<file path="src/rtl/core/rinf_pkg.sv">
// shared types and constants of the ramp integrate-and-fire neuron
package rinf_pkg;

  localparam int unsigned NumSynapsesDef = 64;
  localparam int unsigned WeightMaxDef   = 7;

  localparam int unsigned OpW     = 2;
  localparam int unsigned IdxW    = 6;
  localparam int unsigned WeightW = 3;
  localparam int unsigned ThreshW = 9;
  localparam int unsigned PotW    = 9;

  localparam int unsigned InDataW  = 16;
  localparam int unsigned OutDataW = 16;
  localparam int unsigned OutUsedW = PotW + 2;

  localparam logic [PotW-1:0] PotOutMax = '1;

  typedef enum logic [OpW-1:0] {
    OP_ACCUMULATE  = 2'd0,
    OP_MARK        = 2'd1,
    OP_RESET       = 2'd2,
    OP_CLEAR_FLAGS = 2'd3
  } op_e;

  typedef struct packed {
    op_e                op;
    logic [IdxW-1:0]    idx;
    logic [WeightW-1:0] weight;
  } item_t;

endpackage

</file>
<file path="src/rtl/core/rinf_ram.sv">
// generic single-port-write, registered-read ram
module rinf_ram #(
  parameter int unsigned  Width = 8,
  parameter int unsigned  Depth = 64,
  localparam int unsigned AddrW = (Depth > 1) ? $clog2(Depth) : 1
) (
  input  logic                 clk_i,
  input  logic                 we_i,
  input  logic [AddrW-1:0]     waddr_i,
  input  logic [Width-1:0]     wdata_i,
  input  logic                 re_i,
  input  logic [AddrW-1:0]     raddr_i,
  output logic [Width-1:0]     rdata_o
);

  logic [Width-1:0] mem_q [Depth];
  logic [Width-1:0] rdata_q;

  always_ff @(posedge clk_i) begin
    if (we_i) begin
      mem_q[waddr_i] <= wdata_i;
    end
    if (re_i) begin
      rdata_q <= mem_q[raddr_i];
    end
  end

  assign rdata_o = rdata_q;

endmodule

</file>
<file path="src/rtl/core/ramp_integrate_fire_neuron.sv">
// top level of the ramp (no leak) integrate-and-fire neuron body
//
// Ramp neuron body with one ramp counter and one spike flag per input synapse.
// Each item on the slave stream carries an operation in tuser (accumulate,
// mark spike flag, reset counters and flags, clear flags) and a synapse index
// and weight in tdata. Accumulate raises the addressed counter by one while it
// is below the weight (limited to WEIGHT_MAX), so it saturates at the weight.
// Every item yields exactly one result: the body potential (running sum of all
// counters, shown saturated at 511), a fire bit (full sum at or above the
// fire threshold) and the addressed synapse's spike flag after the item.
// Accumulate and mark items whose index is at or beyond NUM_SYNAPSES change
// nothing, and any item with such an index reads a flag of 0. Throughput is
// one item per clock cycle while the result stream does not stall: the counter
// ram is read as the item is taken, the item's update is computed and written
// back together with the result register when stage one advances, and a
// write-back to the address the next item reads is forwarded. Per-entry valid
// bits clear all counters at once on a reset item, so no clearing pass is
// needed after reset. The user must write the threshold through the cfg port
// (always ready) only while the block is idle; the block does not enforce it.
module ramp_integrate_fire_neuron
  import rinf_pkg::*;
#(
  parameter int unsigned NUM_SYNAPSES = NumSynapsesDef,
  parameter int unsigned WEIGHT_MAX   = WeightMaxDef
) (
  input  logic                clk_i,
  input  logic                rst_ni,
  // configuration: fire threshold
  input  logic                cfg_valid_i,
  output logic                cfg_ready_o,
  input  logic [ThreshW-1:0]  cfg_data_i,
  // input items
  input  logic                s_axis_tvalid,
  output logic                s_axis_tready,
  input  logic [InDataW-1:0]  s_axis_tdata,  // synapse_index[5:0], synapse_weight[8:6], zero pad
  input  logic [OpW-1:0]      s_axis_tuser,  // operation[1:0]
  // result items
  output logic                m_axis_tvalid,
  input  logic                m_axis_tready,
  output logic [OutDataW-1:0] m_axis_tdata   // body_potential[8:0], fires[9], flag_value[10], pad
);

  // effective counter limit: the weight field cannot exceed its own range
  localparam int unsigned WeightFieldMax = (1 << WeightW) - 1;
  localparam int unsigned EffMax  = (WEIGHT_MAX < WeightFieldMax) ? WEIGHT_MAX : WeightFieldMax;
  localparam int unsigned CntW    = $clog2(EffMax + 1);
  localparam int unsigned AddrW   = (NUM_SYNAPSES > 1) ? $clog2(NUM_SYNAPSES) : 1;
  localparam int unsigned SumMax  = NUM_SYNAPSES * EffMax;
  localparam int unsigned SumW    = $clog2(SumMax + 1);
  localparam int unsigned SatW    = (SumW > PotW) ? SumW : PotW;
  localparam int unsigned CmpW    = (SatW > ThreshW) ? SatW : ThreshW;
  localparam int unsigned IdxExtW = ((AddrW > IdxW) ? AddrW : IdxW) + 1;

  // threshold register
  logic [ThreshW-1:0] thresh_q;

  // input stage
  item_t              in_item;
  logic               in_acc;
  logic               in_range;
  logic [IdxExtW-1:0] in_idx_ext;
  logic [AddrW-1:0]   raddr;

  logic               s1_valid_q;
  item_t              s1_item_q;
  logic [AddrW-1:0]   s1_addr_q;
  logic               s1_range_q;
  logic               fwd_hit_q, fwd_hit_d;
  logic [CntW-1:0]    fwd_cnt_q;

  // neuron state
  logic [NUM_SYNAPSES-1:0] cnt_vld_q, cnt_vld_d;
  logic [NUM_SYNAPSES-1:0] flags_q, flags_d;
  logic [SumW-1:0]         sum_q, sum_d;

  // update path
  logic               adv;
  logic [CntW-1:0]    ram_rdata;
  logic [CntW-1:0]    cnt_old;
  logic [CntW-1:0]    cnt_new;
  logic [CntW-1:0]    w_lim;
  logic               inc;
  logic               wr_en;
  logic [SatW-1:0]    sum_ext;
  logic [PotW-1:0]    pot_out;
  logic               fires_out;
  logic               flag_out;

  // result register
  logic               m_valid_q;
  logic [PotW-1:0]    m_pot_q;
  logic               m_fires_q;
  logic               m_flag_q;

  assign cfg_ready_o = 1'b1;

  always_ff @(posedge clk_i or negedge rst_ni) begin
    if (!rst_ni) begin
      thresh_q <= '0;
    end else if (cfg_valid_i) begin
      thresh_q <= cfg_data_i;
    end
  end

  // handshake: stage one moves on whenever the result register is free
  assign adv           = s1_valid_q && (!m_valid_q || m_axis_tready);
  assign s_axis_tready = !s1_valid_q || adv;
  assign in_acc        = s_axis_tvalid && s_axis_tready;

  assign in_item.op     = op_e'(s_axis_tuser);
  assign in_item.idx    = s_axis_tdata[IdxW-1:0];
  assign in_item.weight = s_axis_tdata[IdxW +: WeightW];

  assign in_idx_ext = IdxExtW'(in_item.idx);
  assign in_range   = in_idx_ext < IdxExtW'(NUM_SYNAPSES);
  // out-of-range items read entry zero, the data is ignored
  assign raddr      = in_range ? in_idx_ext[AddrW-1:0] : '0;

  // a write-back to the address being read this cycle bypasses the ram
  assign fwd_hit_d = wr_en && (s1_addr_q == raddr);

  always_ff @(posedge clk_i or negedge rst_ni) begin
    if (!rst_ni) begin
      s1_valid_q <= 1'b0;
      fwd_hit_q  <= 1'b0;
    end else begin
      if (in_acc) begin
        s1_valid_q <= 1'b1;
        fwd_hit_q  <= fwd_hit_d;
      end else if (adv) begin
        s1_valid_q <= 1'b0;
        fwd_hit_q  <= 1'b0;
      end
    end
  end

  always_ff @(posedge clk_i) begin
    if (in_acc) begin
      s1_item_q  <= in_item;
      s1_addr_q  <= raddr;
      s1_range_q <= in_range;
      fwd_cnt_q  <= cnt_new;
    end
  end

  rinf_ram #(
    .Width(CntW),
    .Depth(NUM_SYNAPSES)
  ) u_cnt_ram (
    .clk_i  (clk_i),
    .we_i   (wr_en),
    .waddr_i(s1_addr_q),
    .wdata_i(cnt_new),
    .re_i   (in_acc),
    .raddr_i(raddr),
    .rdata_o(ram_rdata)
  );

  // counter update of the item in stage one
  always_comb begin
    if (fwd_hit_q) begin
      cnt_old = fwd_cnt_q;
    end else if (cnt_vld_q[s1_addr_q]) begin
      cnt_old = ram_rdata;
    end else begin
      cnt_old = '0;
    end

    if (s1_item_q.weight > WeightW'(EffMax)) begin
      w_lim = CntW'(EffMax);
    end else begin
      w_lim = s1_item_q.weight[CntW-1:0];
    end

    inc     = (s1_item_q.op == OP_ACCUMULATE) && s1_range_q && (cnt_old < w_lim);
    cnt_new = cnt_old + CntW'(1);
  end

  assign wr_en = adv && inc;

  // state update
  always_comb begin
    cnt_vld_d = cnt_vld_q;
    flags_d   = flags_q;
    sum_d     = sum_q;
    case (s1_item_q.op)
      OP_ACCUMULATE: begin
        if (inc) begin
          cnt_vld_d[s1_addr_q] = 1'b1;
          sum_d                = sum_q + SumW'(1);
        end
      end
      OP_MARK: begin
        if (s1_range_q) begin
          flags_d[s1_addr_q] = 1'b1;
        end
      end
      OP_RESET: begin
        cnt_vld_d = '0;
        flags_d   = '0;
        sum_d     = '0;
      end
      OP_CLEAR_FLAGS: begin
        flags_d = '0;
      end
      default: begin
        flags_d = '0;
      end
    endcase
  end

  always_ff @(posedge clk_i or negedge rst_ni) begin
    if (!rst_ni) begin
      cnt_vld_q <= '0;
      flags_q   <= '0;
      sum_q     <= '0;
    end else if (adv) begin
      cnt_vld_q <= cnt_vld_d;
      flags_q   <= flags_d;
      sum_q     <= sum_d;
    end
  end

  // result fields
  assign sum_ext   = SatW'(sum_d);
  assign pot_out   = (sum_ext > SatW'(PotOutMax)) ? PotOutMax : sum_ext[PotW-1:0];
  assign fires_out = CmpW'(sum_d) >= CmpW'(thresh_q);
  assign flag_out  = s1_range_q ? flags_d[s1_addr_q] : 1'b0;

  always_ff @(posedge clk_i or negedge rst_ni) begin
    if (!rst_ni) begin
      m_valid_q <= 1'b0;
    end else if (adv) begin
      m_valid_q <= 1'b1;
    end else if (m_axis_tready) begin
      m_valid_q <= 1'b0;
    end
  end

  always_ff @(posedge clk_i) begin
    if (adv) begin
      m_pot_q   <= pot_out;
      m_fires_q <= fires_out;
      m_flag_q  <= flag_out;
    end
  end

  assign m_axis_tvalid = m_valid_q;
  assign m_axis_tdata  = {{(OutDataW - OutUsedW){1'b0}}, m_flag_q, m_fires_q, m_pot_q};

`ifndef SYNTH
  // running sum never exceeds what the counters can hold
  a_sum_bound: assert property (@(posedge clk_i) disable iff (!rst_ni)
    sum_q <= SumW'(SumMax))
    else $error("potential sum above counter capacity");

  // a reset item leaves every counter and flag cleared
  a_reset_clears: assert property (@(posedge clk_i) disable iff (!rst_ni)
    (adv && s1_item_q.op == OP_RESET) |=>
      (cnt_vld_q == '0 && flags_q == '0 && sum_q == '0))
    else $error("reset item did not clear state");

  // a counted accumulate moves the sum by exactly one
  a_sum_step: assert property (@(posedge clk_i) disable iff (!rst_ni)
    wr_en |=> (sum_q == $past(sum_q) + SumW'(1)))
    else $error("sum not advanced by accumulate");

  // a forwarded counter only exists for an item held in stage one
  a_fwd_owned: assert property (@(posedge clk_i) disable iff (!rst_ni)
    fwd_hit_q |-> s1_valid_q)
    else $error("forward flag without item");
`endif

endmodule
</file>
<file path="config.mk">
export PLATFORM = sky130hd
export DESIGN_NAME = ramp_integrate_fire_neuron
export DESIGN_NICKNAME = d
export VERILOG_FILES = /design/src/rtl/core/rinf_pkg.sv /design/src/rtl/core/rinf_ram.sv /design/src/rtl/core/ramp_integrate_fire_neuron.sv
export SDC_FILE = /design/constraint.sdc
export NUM_CORES = 1
export LEC_CHECK = 0
export ABC_AREA = 1
export BUFFER_PORTS_ARGS = -buffer_cell sky130_fd_sc_hd__buf_4
export CAP_MARGIN = 20
export CORE_UTILIZATION = 57
export CTS_CLUSTER_DIAMETER = 200
export DETAILED_ROUTE_END_ITERATION = 7
export PLACE_DENSITY = 0.77
export SLEW_MARGIN = 15
export SYNTH_ARGS = -nofsm -noshare
export SYNTH_HDL_FRONTEND = slang
export SYNTH_SLANG_ARGS = --single-unit
</file>
<file path="constraint.sdc">
create_clock -name clk_i -period 3.95 [get_ports clk_i]
set_clock_uncertainty 0.1 [all_clocks]
set_input_delay 0.79 -clock clk_i [delete_from_list [all_inputs] [get_ports clk_i]]
set_output_delay 0.79 -clock clk_i [all_outputs]
set_load 0.01 [all_outputs]
</file>
==> impl_metrics.json <==
{
  "status": "finished, final reports clean",
  "die_extent_in_x_um": 177,
  "timing.critical_path.buf_inv": 6,
  "worst_pin_slew_ns": 0.862,
  "postSynthAreaPerCell_um2": 9.14,
  "fin_nets": 2030,
  "synth_cells": 1917,
  "grt_antenna_before_repair": 0,
  "ys_seq_elements": 369,
  "dpl_worst_slack_ns": -0.209,
  "fmax_ghz": 0.253,
  "fin_ws_ns": 0.00436,
  "p_leak_nw": 7.92,
  "worst_slew_margin_rel": 0.425,
  "critPathMostFrequentCell": "sky130_fd_sc_hd__nand2_1",
  "multiInputGateArea_um2": 6280,
  "tritoncts": "done",
  "cpLargestDelayFamily": "simple AND/OR/NAND/NOR gates",
  "cts_root_buffer": "sky130_fd_sc_hd__clkbuf_16",
  "via_per_inst": 6.11,
  "cts.clk_slew.worst_paths_ns": 0.06,
  "period_share": 0.999,
  "grt_max_degree": 112,
  "max-cap-violations": 0,
  "power_density_nw_per_um2": 488,
  "routedWlPerCell_um": 20.0,
  "area.growth.synth_to_final_pct": 15.5,
  "synth_area_leader_cell": "sky130_fd_sc_hd__edfxtp_1",
  "critPathSlowestCell": "sky130_fd_sc_hd__edfxtp_1",
  "grt_overflow_total": 0,
  "final-hold-violation-count": 0,
  "finalCriticalPeriod_ns": 3.95,
  "cts.sink_count": 369,
  "crit_type": "reg2reg",
  "n_fill_cell": 2257,
  "place.gp.congestion": 0.902,
  "total_detailed_routing_wirelength_um": 48000,
  "number_of_global_route_vias_before_repair": 13765,
  "place_hpwl_um": 29800,
  "hold-worst-slack_ns": 0.130,
  "timing.critical_path.slowest_cell_delay_ns": 0.38,
  "async_reset_ff_frac": 0.404,
  "worstSetupEndpointType": "flip-flop",
  "insertion_delay_to_the_later_sink_of_the_worst_skew_pair_ns": 0.53,
  "critPathRequiredTime_ns": 4.12,
  "drtIter0Drc": 2014,
  "ys_seq_area_frac": 0.590,
  "yosysTopAreaCellShare": 0.377,
  "synth.area.top_cells": "sky130_fd_sc_hd__edfxtp_1, sky130_fd_sc_hd__dfrtp_1, sky130_fd_sc_hd__o21ai_0",
  "die-height_um": 177,
  "global_route_wire_length_before_repair_um": 74300,
  "vias": 14667,
  "synth_edf_count": 220,
  "layout.area.seq_um2": 10300,
  "dr.pass1.iters": 6,
  "initial_utilization": 0.585,
  "htree_levels": 2,
  "antenna_violating_nets_left": 0,
  "synth_most_common_cell": "sky130_fd_sc_hd__nand2_1",
  "timing.final.max_slew_violations": 0,
  "synth_top_flop_cell": "sky130_fd_sc_hd__edfxtp_1",
  "clk_path_buf_depth": 3,
  "rsz0062_at_grt": "true",
  "sort_of_element_at_the_start_of_the_critical_path": "flip-flop",
  "coreArea_um2": 30000,
  "ys.warnings.count": 0,
  "hold_class": "in2async",
  "setup_viols_final": 0,
  "yosysUniqueCellTypes": 42,
  "ir_worst_vdd_uv": 330,
  "drive_above_1_share": 0.143,
  "setup-tns-final_ns": 0,
  "post_synth_instance_area_um2": 17500,
  "netlist_top_cells_count": "sky130_fd_sc_hd__nand2_1, sky130_fd_sc_hd__o21ai_0, sky130_fd_sc_hd__nor2_1",
  "worst-endpoint-arrival_ns": 4.12,
  "antenna_cells": 0,
  "tritoncts.num_buffers": 38,
  "total_routing_resource_utilization_after_global_routing": 0.307,
  "placementRows": 63,
  "port_buffers": 37,
  "critPathMaxFanout": 7,
  "design.die.area_um2": 31500,
  "io-pin-count": 51,
  "remaining_drc_errors": 0
}
==> repair_timing <==
action,CTS,global route
pin swaps,7,38
setup endpoints to repair,1,49
setup buffers,7,8
resized for setup,22,56
hold buffers,0,0
cloned,2,1
==> logic make-up (layout without fill, tap and decap cells) <==
group / after synthesis / count (layout) / synth area share
compound gates: 502 / 502 / 0.152
fa+ha+maj: 13 / 13 / 0.00928
buf+inv: 277 / 368 / 0.0685
other cells: 2 / 6 / 0.000428
flops: 369 / 369 / 0.590
simple gates: 746 / 746 / 0.176
mux: 1 / 1 / 0.000642
xor+xnor: 7 / 7 / 0.00350
==> sequential cells by signal (all words and copies together), names as in the netlist <==
name	cells
cnt_vld_q	64
flags_q	64
fwd_cnt_q	3
fwd_hit_q	1
m_axis_tvalid	1
m_fires_q	1
m_flag_q	1
m_pot_q	9
s1_addr_q	6
s1_item_q	5
s1_valid_q	1
sum_q	9
thresh_q	9
u_cnt_ram.mem_q	192
u_cnt_ram.rdata_o	3
==> final cells by class <==
| class | instances | area share |
|---|---|---|
| timing repair buffer | 149 | 0.0672 |
| tap | 390 | 0.0241 |
| sequential | 369 | 0.511 |
| clock inverter | 6 | 0.00303 |
| multi-input combinational | 1275 | 0.310 |
| clock buffer | 61 | 0.0553 |
| inverter | 151 | 0.0286 |
| timing repair inverter | 1 | 0.000804 |
==> where the power goes <==
| group | internal (mW) | switching [mW] |
|---|---|---|
| Combinational | 0.595 | 1.20 |
| Sequential | 4.52 | 0.120 |
| Clock | 2.00 | 1.45 |
==> layer usage <==
| metal | track usage | part of all wire |
|---|---|---|
| met2 | 0.466 | 0.45 |
| met5 | 0 | 0 |
| met3 | 0.0521 | 0.10 |
| met1 | 0.441 | 0.40 |
| met4 | 0.122 | 0.045 |
==> path summary, 6_finish.rpt <==
| path | to | from | slack, ns | cells after the start |
|---|---|---|---|---|
| max in group asynchronous | flags_q[63] | rst_ni | 2.84 | 2 |
| setup / recovery | m_fires_q | s1_addr_q[0] | 0.004 | 30 |
| min in group clk_i | s1_item_q[9] | s_axis_tuser[0] | 0.34 | 1 |
| hold / removal | thresh_q[6] | rst_ni | 0.13 | 1 |
| hold reg to reg | flags_q[20] | flags_q[20] | 0.38 | 2 |
| setup reg to reg | m_fires_q | s1_addr_q[0] | 0.004 | 30 |
==> worst reg2reg max path, delay by kind of cell (launching register included) <==
family,cells,cell delay (ns)
compound gates,3,0.39
fa+ha+maj,2,0.58
buf+inv,6,0.71
flops,1,0.38
simple gates,19,1.54
==> placed cells by master, fill, tap and decap left out, drive strengths merged <==
master and instances:
o221ai 8, nor2 263, nand2 374, and3 8
clkinvlp 1, conb 6, a22o 1, xor2 5
dfrtp 149, ha 13, o21bai 1, edfxtp 220
buf 148, o211ai 6, clkbuf 62, nand4 21
nor3 23, nand3 52, inv 148, o22ai 72
mux2 1, o21ai 336, o2111ai 1, nor4 5
a31oi 1, xnor2 2, a21oi 76, clkinv 8
bufinv 1
==> stage by stage <==
step	cells	utilization	total power [mW]	area, um^2
after floorplan	1921	-	5.72	17500
after global placement	2316	0.619	6.22	18500
after detailed placement	2316	0.619	6.28	18500
after CTS	2392	0.664	9.73	19900
after global routing	2402	0.676	10.3	20200
final	2402	0.676	9.88	20200
(Power assumes the default switching activity.)
